File: src/design/pcmx_pkg.sv
`timescale 1ns / 1ps
// ----------------------------------------------------------------------------
// pcmx_pkg: shared types and codes for the PCM channel mixer
// Source format codes, register indexes and the sequencer state type.
// ----------------------------------------------------------------------------
package pcmx_pkg;

    localparam int unsigned GAIN_W    = 9;
    localparam int unsigned CFG_IDX_W = 2;

    typedef enum logic [1:0] {
        OP_MONO8    = 2'd0,
        OP_STEREO8  = 2'd1,
        OP_MONO16   = 2'd2,
        OP_STEREO16 = 2'd3
    } t_op;

    localparam logic [CFG_IDX_W-1:0] CFG_MASTER_GAIN   = 2'd0;
    localparam logic [CFG_IDX_W-1:0] CFG_OUT_SIXTEEN   = 2'd1;
    localparam logic [CFG_IDX_W-1:0] CFG_OUT_STEREO    = 2'd2;

    localparam logic [GAIN_W-1:0] GAIN_RESET = 9'd256;

    typedef enum logic [2:0] {
        S_IDLE,
        S_L_VOL,
        S_L_GAIN,
        S_R_VOL,
        S_R_GAIN,
        S_EMIT_L,
        S_EMIT_R
    } t_state;

endpackage

File: src/design/pcmx_in_if.sv
`timescale 1ns / 1ps
// ----------------------------------------------------------------------------
// pcmx_in_if: voice request channel
// One voice sample pair with its volumes and the frame marker.
// ----------------------------------------------------------------------------
interface pcmx_in_if;
    logic               valid;
    logic               ready;
    logic        [1:0]  operation;
    logic signed [15:0] sample_left;
    logic signed [15:0] sample_right;
    logic        [7:0]  left_volume;
    logic        [7:0]  right_volume;
    logic        [7:0]  voice_volume;
    logic               end_of_frame;

    modport source (
        output valid, operation, sample_left, sample_right,
               left_volume, right_volume, voice_volume, end_of_frame,
        input  ready
    );
    modport sink (
        input  valid, operation, sample_left, sample_right,
               left_volume, right_volume, voice_volume, end_of_frame,
        output ready
    );
endinterface

File: src/design/pcmx_out_if.sv
`timescale 1ns / 1ps
// ----------------------------------------------------------------------------
// pcmx_out_if: mixed sample channel
// One saturated output sample with its side and frame-end flags.
// ----------------------------------------------------------------------------
interface pcmx_out_if;
    logic        valid;
    logic        ready;
    logic [15:0] sample_out;
    logic        right_side;
    logic        last_of_frame;

    modport source (
        output valid, sample_out, right_side, last_of_frame,
        input  ready
    );
    modport sink (
        input  valid, sample_out, right_side, last_of_frame,
        output ready
    );
endinterface

File: src/design/pcm_channel_mixer_clip.sv
`timescale 1ns / 1ps
// ----------------------------------------------------------------------------
// pcm_channel_mixer_clip: saturating PCM voice mixer
// Accumulates voices into left/right sums and emits clipped frame samples.
// ----------------------------------------------------------------------------
// Each voice request is taken only while the sequencer is idle. A voice with a
// nonzero side volume then uses the single shared 26x10 signed multiplier in
// S_L_VOL, S_L_GAIN, S_R_VOL and S_R_GAIN: sample times volume, then that
// product times master gain, once for the left side and once for the right;
// the next request is taken only back in idle. A silent voice skips the
// multiplier. A request that closes the frame then emits one output sample
// per side (two in stereo, one in mono), held while the output sink stalls;
// a one-entry output register lets the last sample wait while the next voice
// is taken. The accumulators wrap modulo 2^32 and clear after each frame.
module pcm_channel_mixer_clip
    import pcmx_pkg::*;
(
    input  logic                 i_clk,
    input  logic                 i_rst_n,
    input  logic                 i_cfg_we,
    input  logic [CFG_IDX_W-1:0] i_cfg_index,
    input  logic [GAIN_W-1:0]    i_cfg_data,
    pcmx_in_if.sink              i_in,
    pcmx_out_if.source           o_out
);

    t_state r_state, n_state;

    logic [GAIN_W-1:0] r_gain;
    logic              r_out_sixteen;
    logic              r_out_stereo;

    // latched request
    t_op         r_op;
    logic [15:0] r_sl;
    logic [15:0] r_sr;
    logic [7:0]  r_lv;
    logic [7:0]  r_rv;
    logic [7:0]  r_vv;
    logic        r_eof;

    logic signed [25:0] r_prod;
    logic [31:0]        r_left_sum;
    logic [31:0]        r_right_sum;

    logic        r_ov;
    logic [15:0] r_sample_out;
    logic        r_right_side;
    logic        r_last;

    logic               w_accept;
    logic               w_slot;
    logic               w_is8;
    logic               w_stereo_src;
    logic signed [16:0] w_sample;
    logic [7:0]         w_vol;
    logic signed [25:0] w_mul_a;
    logic signed [9:0]  w_mul_b;
    logic signed [35:0] w_mul_p;
    logic [31:0]        w_add;
    logic [31:0]        w_acc_in;
    logic [31:0]        w_acc_sum;
    logic [31:0]        w_emit_src;
    logic [15:0]        w_emit_val;
    logic               w_load;
    logic               w_done;

    function automatic logic signed [16:0] fmt_sample(input logic [15:0] raw,
                                                      input logic is8);
        if (is8) begin
            return {{9{~raw[7]}}, ~raw[7], raw[6:0]};
        end
        return {raw[15], raw};
    endfunction

    function automatic logic [15:0] clip_emit(input logic [31:0] sum,
                                              input logic sixteen);
        logic [23:0] sh;
        logic [15:0] c;
        sh = sum[31:8];
        if (sh[23:15] == {9{sh[23]}}) begin
            c = sh[15:0];
        end else if (sh[23]) begin
            c = 16'h8000;
        end else begin
            c = 16'h7FFF;
        end
        if (sixteen) begin
            return c;
        end
        return {8'h00, ~c[15], c[14:8]};
    endfunction

    assign w_accept     = i_in.valid && i_in.ready;
    assign w_slot       = !r_ov || o_out.ready;
    assign w_is8        = (r_op == OP_MONO8) || (r_op == OP_STEREO8);
    assign w_stereo_src = (r_op == OP_STEREO8) || (r_op == OP_STEREO16);

    assign i_in.ready          = (r_state == S_IDLE);
    assign o_out.valid         = r_ov;
    assign o_out.sample_out    = r_sample_out;
    assign o_out.right_side    = r_right_side;
    assign o_out.last_of_frame = r_last;

    // next state
    always_comb begin
        n_state = r_state;
        unique case (r_state)
            S_IDLE: begin
                if (w_accept) begin
                    if ((i_in.left_volume != 8'd0) || (i_in.right_volume != 8'd0)) begin
                        n_state = S_L_VOL;
                    end else if (i_in.end_of_frame) begin
                        n_state = S_EMIT_L;
                    end
                end
            end
            S_L_VOL:  n_state = S_L_GAIN;
            S_L_GAIN: n_state = S_R_VOL;
            S_R_VOL:  n_state = S_R_GAIN;
            S_R_GAIN: n_state = r_eof ? S_EMIT_L : S_IDLE;
            S_EMIT_L: begin
                if (w_slot) begin
                    n_state = r_out_stereo ? S_EMIT_R : S_IDLE;
                end
            end
            S_EMIT_R: begin
                if (w_slot) begin
                    n_state = S_IDLE;
                end
            end
            default:  n_state = S_IDLE;
        endcase
    end

    // datapath control
    always_comb begin
        w_sample   = fmt_sample(r_sl, w_is8);
        w_vol      = r_lv;
        w_mul_a    = r_prod;
        w_mul_b    = {1'b0, r_gain};
        w_acc_in   = r_right_sum;
        w_emit_src = r_left_sum;
        w_load     = 1'b0;
        w_done     = 1'b0;
        unique case (r_state)
            S_L_VOL: begin
                w_sample = fmt_sample(r_sl, w_is8);
                w_vol    = w_stereo_src ? r_vv : r_lv;
            end
            S_R_VOL: begin
                w_sample = fmt_sample(w_stereo_src ? r_sr : r_sl, w_is8);
                w_vol    = w_stereo_src ? r_vv : r_rv;
            end
            S_L_GAIN: begin
                w_acc_in = r_left_sum;
            end
            S_EMIT_L: begin
                w_load = w_slot;
                w_done = w_slot && !r_out_stereo;
            end
            S_EMIT_R: begin
                w_emit_src = r_right_sum;
                w_load     = w_slot;
                w_done     = w_slot;
            end
            default: begin
            end
        endcase
        if ((r_state == S_L_VOL) || (r_state == S_R_VOL)) begin
            w_mul_a = {{9{w_sample[16]}}, w_sample};
            w_mul_b = {2'b00, w_is8 ? {w_vol[7:3], 3'b000} : w_vol};
        end
    end

    assign w_mul_p    = w_mul_a * w_mul_b;
    // 16-bit sources drop eight fraction bits (floor), 8-bit ones keep all
    assign w_add      = w_is8 ? w_mul_p[31:0] : {{4{w_mul_p[35]}}, w_mul_p[35:8]};
    assign w_acc_sum  = w_acc_in + w_add;
    assign w_emit_val = clip_emit(w_emit_src, r_out_sixteen);

    always_ff @(posedge i_clk) begin
        if (!i_rst_n) begin
            r_state       <= S_IDLE;
            r_gain        <= GAIN_RESET;
            r_out_sixteen <= 1'b1;
            r_out_stereo  <= 1'b1;
            r_left_sum    <= '0;
            r_right_sum   <= '0;
            r_ov          <= 1'b0;
        end else begin
            r_state <= n_state;
            if (i_cfg_we) begin
                unique case (i_cfg_index)
                    CFG_MASTER_GAIN: r_gain        <= i_cfg_data;
                    CFG_OUT_SIXTEEN: r_out_sixteen <= i_cfg_data[0];
                    CFG_OUT_STEREO:  r_out_stereo  <= i_cfg_data[0];
                    default: begin
                    end
                endcase
            end
            if (r_state == S_L_GAIN) begin
                r_left_sum <= w_acc_sum;
            end
            if (r_state == S_R_GAIN) begin
                r_right_sum <= w_acc_sum;
            end
            // clear both sums once the frame's last sample is loaded
            if (w_done) begin
                r_left_sum  <= '0;
                r_right_sum <= '0;
            end
            if (w_load) begin
                r_ov <= 1'b1;
            end else if (o_out.ready) begin
                r_ov <= 1'b0;
            end
        end
    end

    // payload registers
    always_ff @(posedge i_clk) begin
        if (w_accept) begin
            r_op  <= t_op'(i_in.operation);
            r_sl  <= i_in.sample_left;
            r_sr  <= i_in.sample_right;
            r_lv  <= i_in.left_volume;
            r_rv  <= i_in.right_volume;
            r_vv  <= i_in.voice_volume;
            r_eof <= i_in.end_of_frame;
        end
        if ((r_state == S_L_VOL) || (r_state == S_R_VOL)) begin
            r_prod <= w_mul_p[25:0];
        end
        if (w_load) begin
            r_sample_out <= w_emit_val;
            r_right_side <= (r_state == S_EMIT_R);
            r_last       <= w_done;
        end
    end

    a_loud_voice_runs: assert property (@(posedge i_clk) disable iff (!i_rst_n)
        w_accept && ((i_in.left_volume != 8'd0) || (i_in.right_volume != 8'd0))
        |=> r_state == S_L_VOL)
        else $error("non-silent voice did not start the multiply sequence");

    a_left_then_right: assert property (@(posedge i_clk) disable iff (!i_rst_n)
        r_state == S_L_GAIN |=> r_state == S_R_VOL)
        else $error("right side did not follow left side");

    a_frame_clears: assert property (@(posedge i_clk) disable iff (!i_rst_n)
        w_done |=> (r_left_sum == 32'd0) && (r_right_sum == 32'd0))
        else $error("accumulators not cleared after frame");

    a_right_is_last: assert property (@(posedge i_clk) disable iff (!i_rst_n)
        o_out.valid && o_out.right_side |-> o_out.last_of_frame)
        else $error("right sample not flagged as frame end");

    a_busy_not_ready: assert property (@(posedge i_clk) disable iff (!i_rst_n)
        w_accept |=> !i_in.ready || (r_state == S_IDLE))
        else $error("request taken while sequencer busy");

endmodule

File: src/flat_wrapper.sv
// flat-port wrapper written by rule: the top's interface ports become plain ports
module pcm_channel_mixer_clip_flat import pcmx_pkg::*;
  (i_clk, i_rst_n, i_cfg_we, i_cfg_index, i_cfg_data, i_in_valid, i_in_operation, i_in_sample_left, i_in_sample_right, i_in_left_volume, i_in_right_volume, i_in_voice_volume, i_in_end_of_frame, i_in_ready, o_out_valid, o_out_sample_out, o_out_right_side, o_out_last_of_frame, o_out_ready);
  pcmx_in_if i_in_i ();
  pcmx_out_if o_out_i ();
  input  logic i_clk;
  input  logic i_rst_n;
  input  logic i_cfg_we;
  input  logic [CFG_IDX_W-1:0] i_cfg_index;
  input  logic [GAIN_W-1:0] i_cfg_data;
  input wire logic [$bits(i_in_i.valid)-1:0] i_in_valid;
  input wire logic [$bits(i_in_i.operation)-1:0] i_in_operation;
  input wire logic [$bits(i_in_i.sample_left)-1:0] i_in_sample_left;
  input wire logic [$bits(i_in_i.sample_right)-1:0] i_in_sample_right;
  input wire logic [$bits(i_in_i.left_volume)-1:0] i_in_left_volume;
  input wire logic [$bits(i_in_i.right_volume)-1:0] i_in_right_volume;
  input wire logic [$bits(i_in_i.voice_volume)-1:0] i_in_voice_volume;
  input wire logic [$bits(i_in_i.end_of_frame)-1:0] i_in_end_of_frame;
  output wire logic [$bits(i_in_i.ready)-1:0] i_in_ready;
  output wire logic [$bits(o_out_i.valid)-1:0] o_out_valid;
  output wire logic [$bits(o_out_i.sample_out)-1:0] o_out_sample_out;
  output wire logic [$bits(o_out_i.right_side)-1:0] o_out_right_side;
  output wire logic [$bits(o_out_i.last_of_frame)-1:0] o_out_last_of_frame;
  input wire logic [$bits(o_out_i.ready)-1:0] o_out_ready;
  assign i_in_i.valid = i_in_valid;
  assign i_in_i.operation = i_in_operation;
  assign i_in_i.sample_left = i_in_sample_left;
  assign i_in_i.sample_right = i_in_sample_right;
  assign i_in_i.left_volume = i_in_left_volume;
  assign i_in_i.right_volume = i_in_right_volume;
  assign i_in_i.voice_volume = i_in_voice_volume;
  assign i_in_i.end_of_frame = i_in_end_of_frame;
  assign i_in_ready = i_in_i.ready;
  assign o_out_valid = o_out_i.valid;
  assign o_out_sample_out = o_out_i.sample_out;
  assign o_out_right_side = o_out_i.right_side;
  assign o_out_last_of_frame = o_out_i.last_of_frame;
  assign o_out_i.ready = o_out_ready;
  pcm_channel_mixer_clip u_core (.i_clk(i_clk), .i_rst_n(i_rst_n), .i_cfg_we(i_cfg_we), .i_cfg_index(i_cfg_index), .i_cfg_data(i_cfg_data), .i_in(i_in_i), .o_out(o_out_i));
endmodule
File: config.mk
export PLATFORM = sky130hd
export DESIGN_NAME = pcm_channel_mixer_clip_flat
export DESIGN_NICKNAME = d
export VERILOG_FILES = /design/src/design/pcmx_pkg.sv /design/src/design/pcmx_in_if.sv /design/src/design/pcmx_out_if.sv /design/src/design/pcm_channel_mixer_clip.sv /design/src/flat_wrapper.sv
export SDC_FILE = /design/constraint.sdc
export NUM_CORES = 1
export LEC_CHECK = 0
export ABC_AREA = 1
export ABC_CLOCK_PERIOD_IN_PS = 7100
export BUFFER_PORTS_ARGS = -buffer_cell sky130_fd_sc_hd__buf_2
export CAP_MARGIN = 20
export CORE_MARGIN = 2
export CORE_UTILIZATION = 45
export DETAILED_ROUTE_END_ITERATION = 10
export PLACE_DENSITY = 0.63
export SETUP_SLACK_MARGIN = 0.02
export SYNTH_ARGS = -nofsm -noshare
export SYNTH_HDL_FRONTEND = slang
export SYNTH_SLANG_ARGS = --single-unit
File: constraint.sdc
create_clock -name i_clk -period 7.1 [get_ports i_clk]
set_input_delay 1.42 -clock i_clk [delete_from_list [all_inputs] [get_ports i_clk]]
set_output_delay 1.42 -clock i_clk [all_outputs]
set_load 0.02 [all_outputs]
==> flow_results.xml <==
<?xml version="1.0" encoding="UTF-8"?>
<metrics>
  <group name="global_route">
    <metric name="gr-max-usage-layer" unit="">met2</metric>
    <metric name="grt_remaining_overflow" unit="">0</metric>
    <metric name="global_route.usage.met3" unit="">0.0319</metric>
    <metric name="grt_pass1_wl" unit="microns">94100</metric>
    <metric name="gr-usage-met1" unit="">0.388</metric>
    <metric name="grt.total_usage" unit="">0.283</metric>
    <metric name="number_of_antenna_violations_at_the_first_check_in_global_routing" unit="">0</metric>
    <metric name="grt_max_degree" unit="">93</metric>
    <metric name="grt_util_met2" unit="">0.475</metric>
    <metric name="number_of_global_route_vias_before_repair" unit="">18500</metric>
  </group>
  <group name="floorplan">
    <metric name="width_of_the_die" unit="microns">206</metric>
    <metric name="core-area" unit="sq um">40600</metric>
    <metric name="count_of_boundary_i_o_pins" unit="">95</metric>
    <metric name="die_h" unit="microns">206</metric>
    <metric name="standard_cell_row_count" unit="">74</metric>
    <metric name="floorplan.die_area" unit="sq um">42500</metric>
    <metric name="initial_core_util" unit="">0.453</metric>
  </group>
  <group name="routing">
    <metric name="detail_route.first_pass.iterations" unit="">6</metric>
    <metric name="final_routed_wire_length_divided_by_cell_count" unit="microns">16.9</metric>
    <metric name="vias" unit="">18000</metric>
    <metric name="post-route-drc-count" unit="">0</metric>
    <metric name="route.antenna.remaining_nets" unit="">0</metric>
    <metric name="vias_per_cell" unit="">5.14</metric>
    <metric name="wl" unit="microns">59100</metric>
    <metric name="drt_iter0_drc" unit="">1352</metric>
  </group>
  <group name="timing">
    <metric name="slew_headroom" unit="">0.447</metric>
    <metric name="fin_worst_skew" unit="ns">0.0160</metric>
    <metric name="finalMaxSlewViolations" unit="">0</metric>
    <metric name="worstMarginPinSlew" unit="ns">0.829</metric>
    <metric name="final.period_utilization" unit="">1.10</metric>
    <metric name="hold_viol" unit="">0</metric>
    <metric name="holdWs" unit="ns">0.463</metric>
    <metric name="total_negative_setup_slacks" unit="ns">-21.46</metric>
    <metric name="timing.final.crit_period" unit="ns">7.81</metric>
    <metric name="final-setup-viol-count" unit="">48</metric>
    <metric name="grt_setup_unrepaired" unit="">true</metric>
    <metric name="fmax" unit="MHz">128</metric>
    <metric name="worst_slack" unit="ns">-0.708</metric>
  </group>
  <group name="yosys">
    <metric name="synth.top_cell.area_share" unit="">0.210</metric>
    <metric name="netlist-cell-type-count" unit="">51</metric>
    <metric name="synth_ff_type" unit="">edfxtp_1</metric>
    <metric name="syn-instance-count" unit="">2408</metric>
    <metric name="yosys.area.top_type" unit="">fa_1</metric>
    <metric name="post_synth_arst_share" unit="">0</metric>
    <metric name="synthesized_area" unit="sq um">18400</metric>
    <metric name="synth.area.top_cells" unit="">fa_1 (21%), edfxtp_1 (17%), nand2_1 (11%)</metric>
    <metric name="synth.net_count" unit="">2784</metric>
    <metric name="synth_top_cells_by_count" unit="">nand2_1 (533), inv_1 (494), nor2_1 (230)</metric>
    <metric name="synth_enable_flop_cells" unit="">103</metric>
    <metric name="synthesis.yosys.warnings" unit="">0</metric>
    <metric name="ys_ff_latch" unit="">182</metric>
    <metric name="yosysMostFrequentCell" unit="">nand2_1</metric>
    <metric name="synth_area_per_cell" unit="sq um">7.63</metric>
    <metric name="yosysSeqAreaShare" unit="">0.254</metric>
  </group>
  <group name="final_layout">
    <metric name="area_delta_synth_final" unit="%">43.7</metric>
    <metric name="design.final.nets" unit="">3335</metric>
    <metric name="number_of_antenna_repair_diodes" unit="">0</metric>
    <metric name="final_core_utilization" unit="">0.651</metric>
    <metric name="drive_gt1_frac" unit="">0.370</metric>
    <metric name="final-instance-count-excl-fill" unit="">3504</metric>
  </group>
  <group name="clock_network">
    <metric name="cts_buffer_depth" unit="">2</metric>
    <metric name="clock_latency" unit="ns">0.45</metric>
    <metric name="clk_pin_slew" unit="ns">0.07</metric>
    <metric name="tritoncts_num_sinks" unit="">182</metric>
    <metric name="root_buffer" unit="">clkbuf_16</metric>
    <metric name="tritoncts" unit="">yes</metric>
    <metric name="cts_buffers" unit="">17</metric>
    <metric name="cts-htree-levels" unit="">4</metric>
  </group>
  <group name="critical_path">
    <metric name="worst_path_dominant_cell_family" unit="">adder cells</metric>
    <metric name="cp_max_fo" unit="">5</metric>
    <metric name="crit_arrival" unit="ns">8.16</metric>
    <metric name="worst_path_largest_cell_delay" unit="ns">0.53</metric>
    <metric name="endpoint_kind" unit="">flip-flop</metric>
    <metric name="criticalPathCategory" unit="">flip-flop to flip-flop</metric>
    <metric name="timing.critical_path.from_type" unit="">flip-flop</metric>
    <metric name="worst_ep_required_time" unit="ns">7.45</metric>
    <metric name="cp_slowest_cell" unit="">fa_1</metric>
    <metric name="cp_num_buf_inv" unit="">11</metric>
  </group>
  <group name="placement">
    <metric name="routabilityCongestion" unit="">0.945</metric>
    <metric name="dpl.hpwl" unit="microns">43900</metric>
    <metric name="io_buffer_count" unit="">94</metric>
    <metric name="dp.cells" unit="">3340</metric>
  </group>
  <group name="status">
    <metric name="outcome" unit="">finished, violations left</metric>
    <metric name="violations_in_the_final_reports" unit="">negative setup slack</metric>
  </group>
  <group name="min_path">
    <metric name="timing.hold.worst.class" unit="">flip-flop to flip-flop</metric>
  </group>
  <group name="job">
    <metric name="max_cap_viol" unit="">0</metric>
  </group>
</metrics>
-- area by class of cell --
class                           instances  area (sq um)
Multi-Input combinational cell       1645         13800
Clock buffer                           17           425
Clock inverter                         15           139
Inverter                              511          1960
Fill cell                            3229         14200
Tap cell                              532           666
Sequential cell                       182          4680
Timing Repair Buffer                  602          4770
-- layout by cell type, fill, tap and decap left out, drive strengths merged, types with 3 or more instances in the layout --
cell type,count
a21boi,3
a21o,10
a21oi,165
a221oi,8
a31oi,5
buf,601
clkbuf,18
clkinv,13
clkinvlp,3
dfxtp,79
edfxtp,103
fa,193
ha,108
inv,510
nand2,537
nand3,84
nand3b,3
nand4,10
nor2,233
nor3,16
nor4,9
o211ai,29
o21a,8
o21ai,145
o21bai,9
or2,11
xnor2,15
xor2,29
-- worst paths after layout --
kind                                               to  depth (start not counted)             startpoint  slack [ns]
worst max register to register  u_core.r_left_sum[25]                         39         u_core.r_op[0]       -0.71
worst min-delay path            u_core.r_right_sum[0]                          2  u_core.r_right_sum[0]        0.46
worst min register to register  u_core.r_right_sum[0]                          2  u_core.r_right_sum[0]        0.46
worst max-delay path            u_core.r_left_sum[25]                         39         u_core.r_op[0]       -0.71
-- worst register-to-register path: cells and delay by family, from the launching register on --
family | cells | cell delay (ns)
AO/OA/AOI/OAI | 6 | 0.90
buffers and inverters | 11 | 1.35
flip-flops | 1 | 0.48
adder cells (fa/ha/maj) | 7 | 3.06
AND/OR/NAND/NOR | 14 | 1.84
XOR/XNOR | 1 | 0.12
-- through the flow --
step | worst slack (ns) | area [sq um]
2_1_floorplan | 0.0275 | 18600
3_3_place_gp | -0.932 | 22200
3_5_place_dp | -1.05 | 22200
4_1_cts | -0.510 | 25300
5_1_grt | -0.990 | 26400
6_report | -0.708 | 26400
-- registers in the layout, indices dropped and copies added (netlist names), 2 cells and up --
signal,count
u_core.r_state,3
u_core.r_vv,8
u_core.r_op,2
u_core.r_sl,16
u_core.r_lv,8
u_core.r_left_sum,32
u_core.r_rv,8
u_core.r_sr,16
u_core.r_gain,9
u_core.r_right_sum,32
u_core.r_prod,26
u_core.o_out.sample_out,16
-- metal layers --
layer / up-vias / share of wire
met5: - / 0
met4: 0 / 0.023
met3: 94 / 0.058
met2: 591 / 0.48
met1: 8707 / 0.43
li1: 8624 / -
-- cell families after synthesis --
group	Yosys count	synth area share
DFF	182	0.254
AOI/OAI and AO/OA	395	0.121
adders and majority gates	301	0.284
and+or+nand+nor	905	0.199
xor gates and xnor gates	44	0.0210
buffers and inverters	581	0.120
-- repair_timing --
item,4_1_cts,5_1_grt
hold buffers,0,0
pin swaps,144,143
gates cloned,3,1
resized for setup,441,180
buffers inserted,94,44
endpoints found under the setup margin,54,58
Power is left out: the tool's default activity adds up to more than one toggle a clock period on the data nets, which glitch-free logic cannot reach.
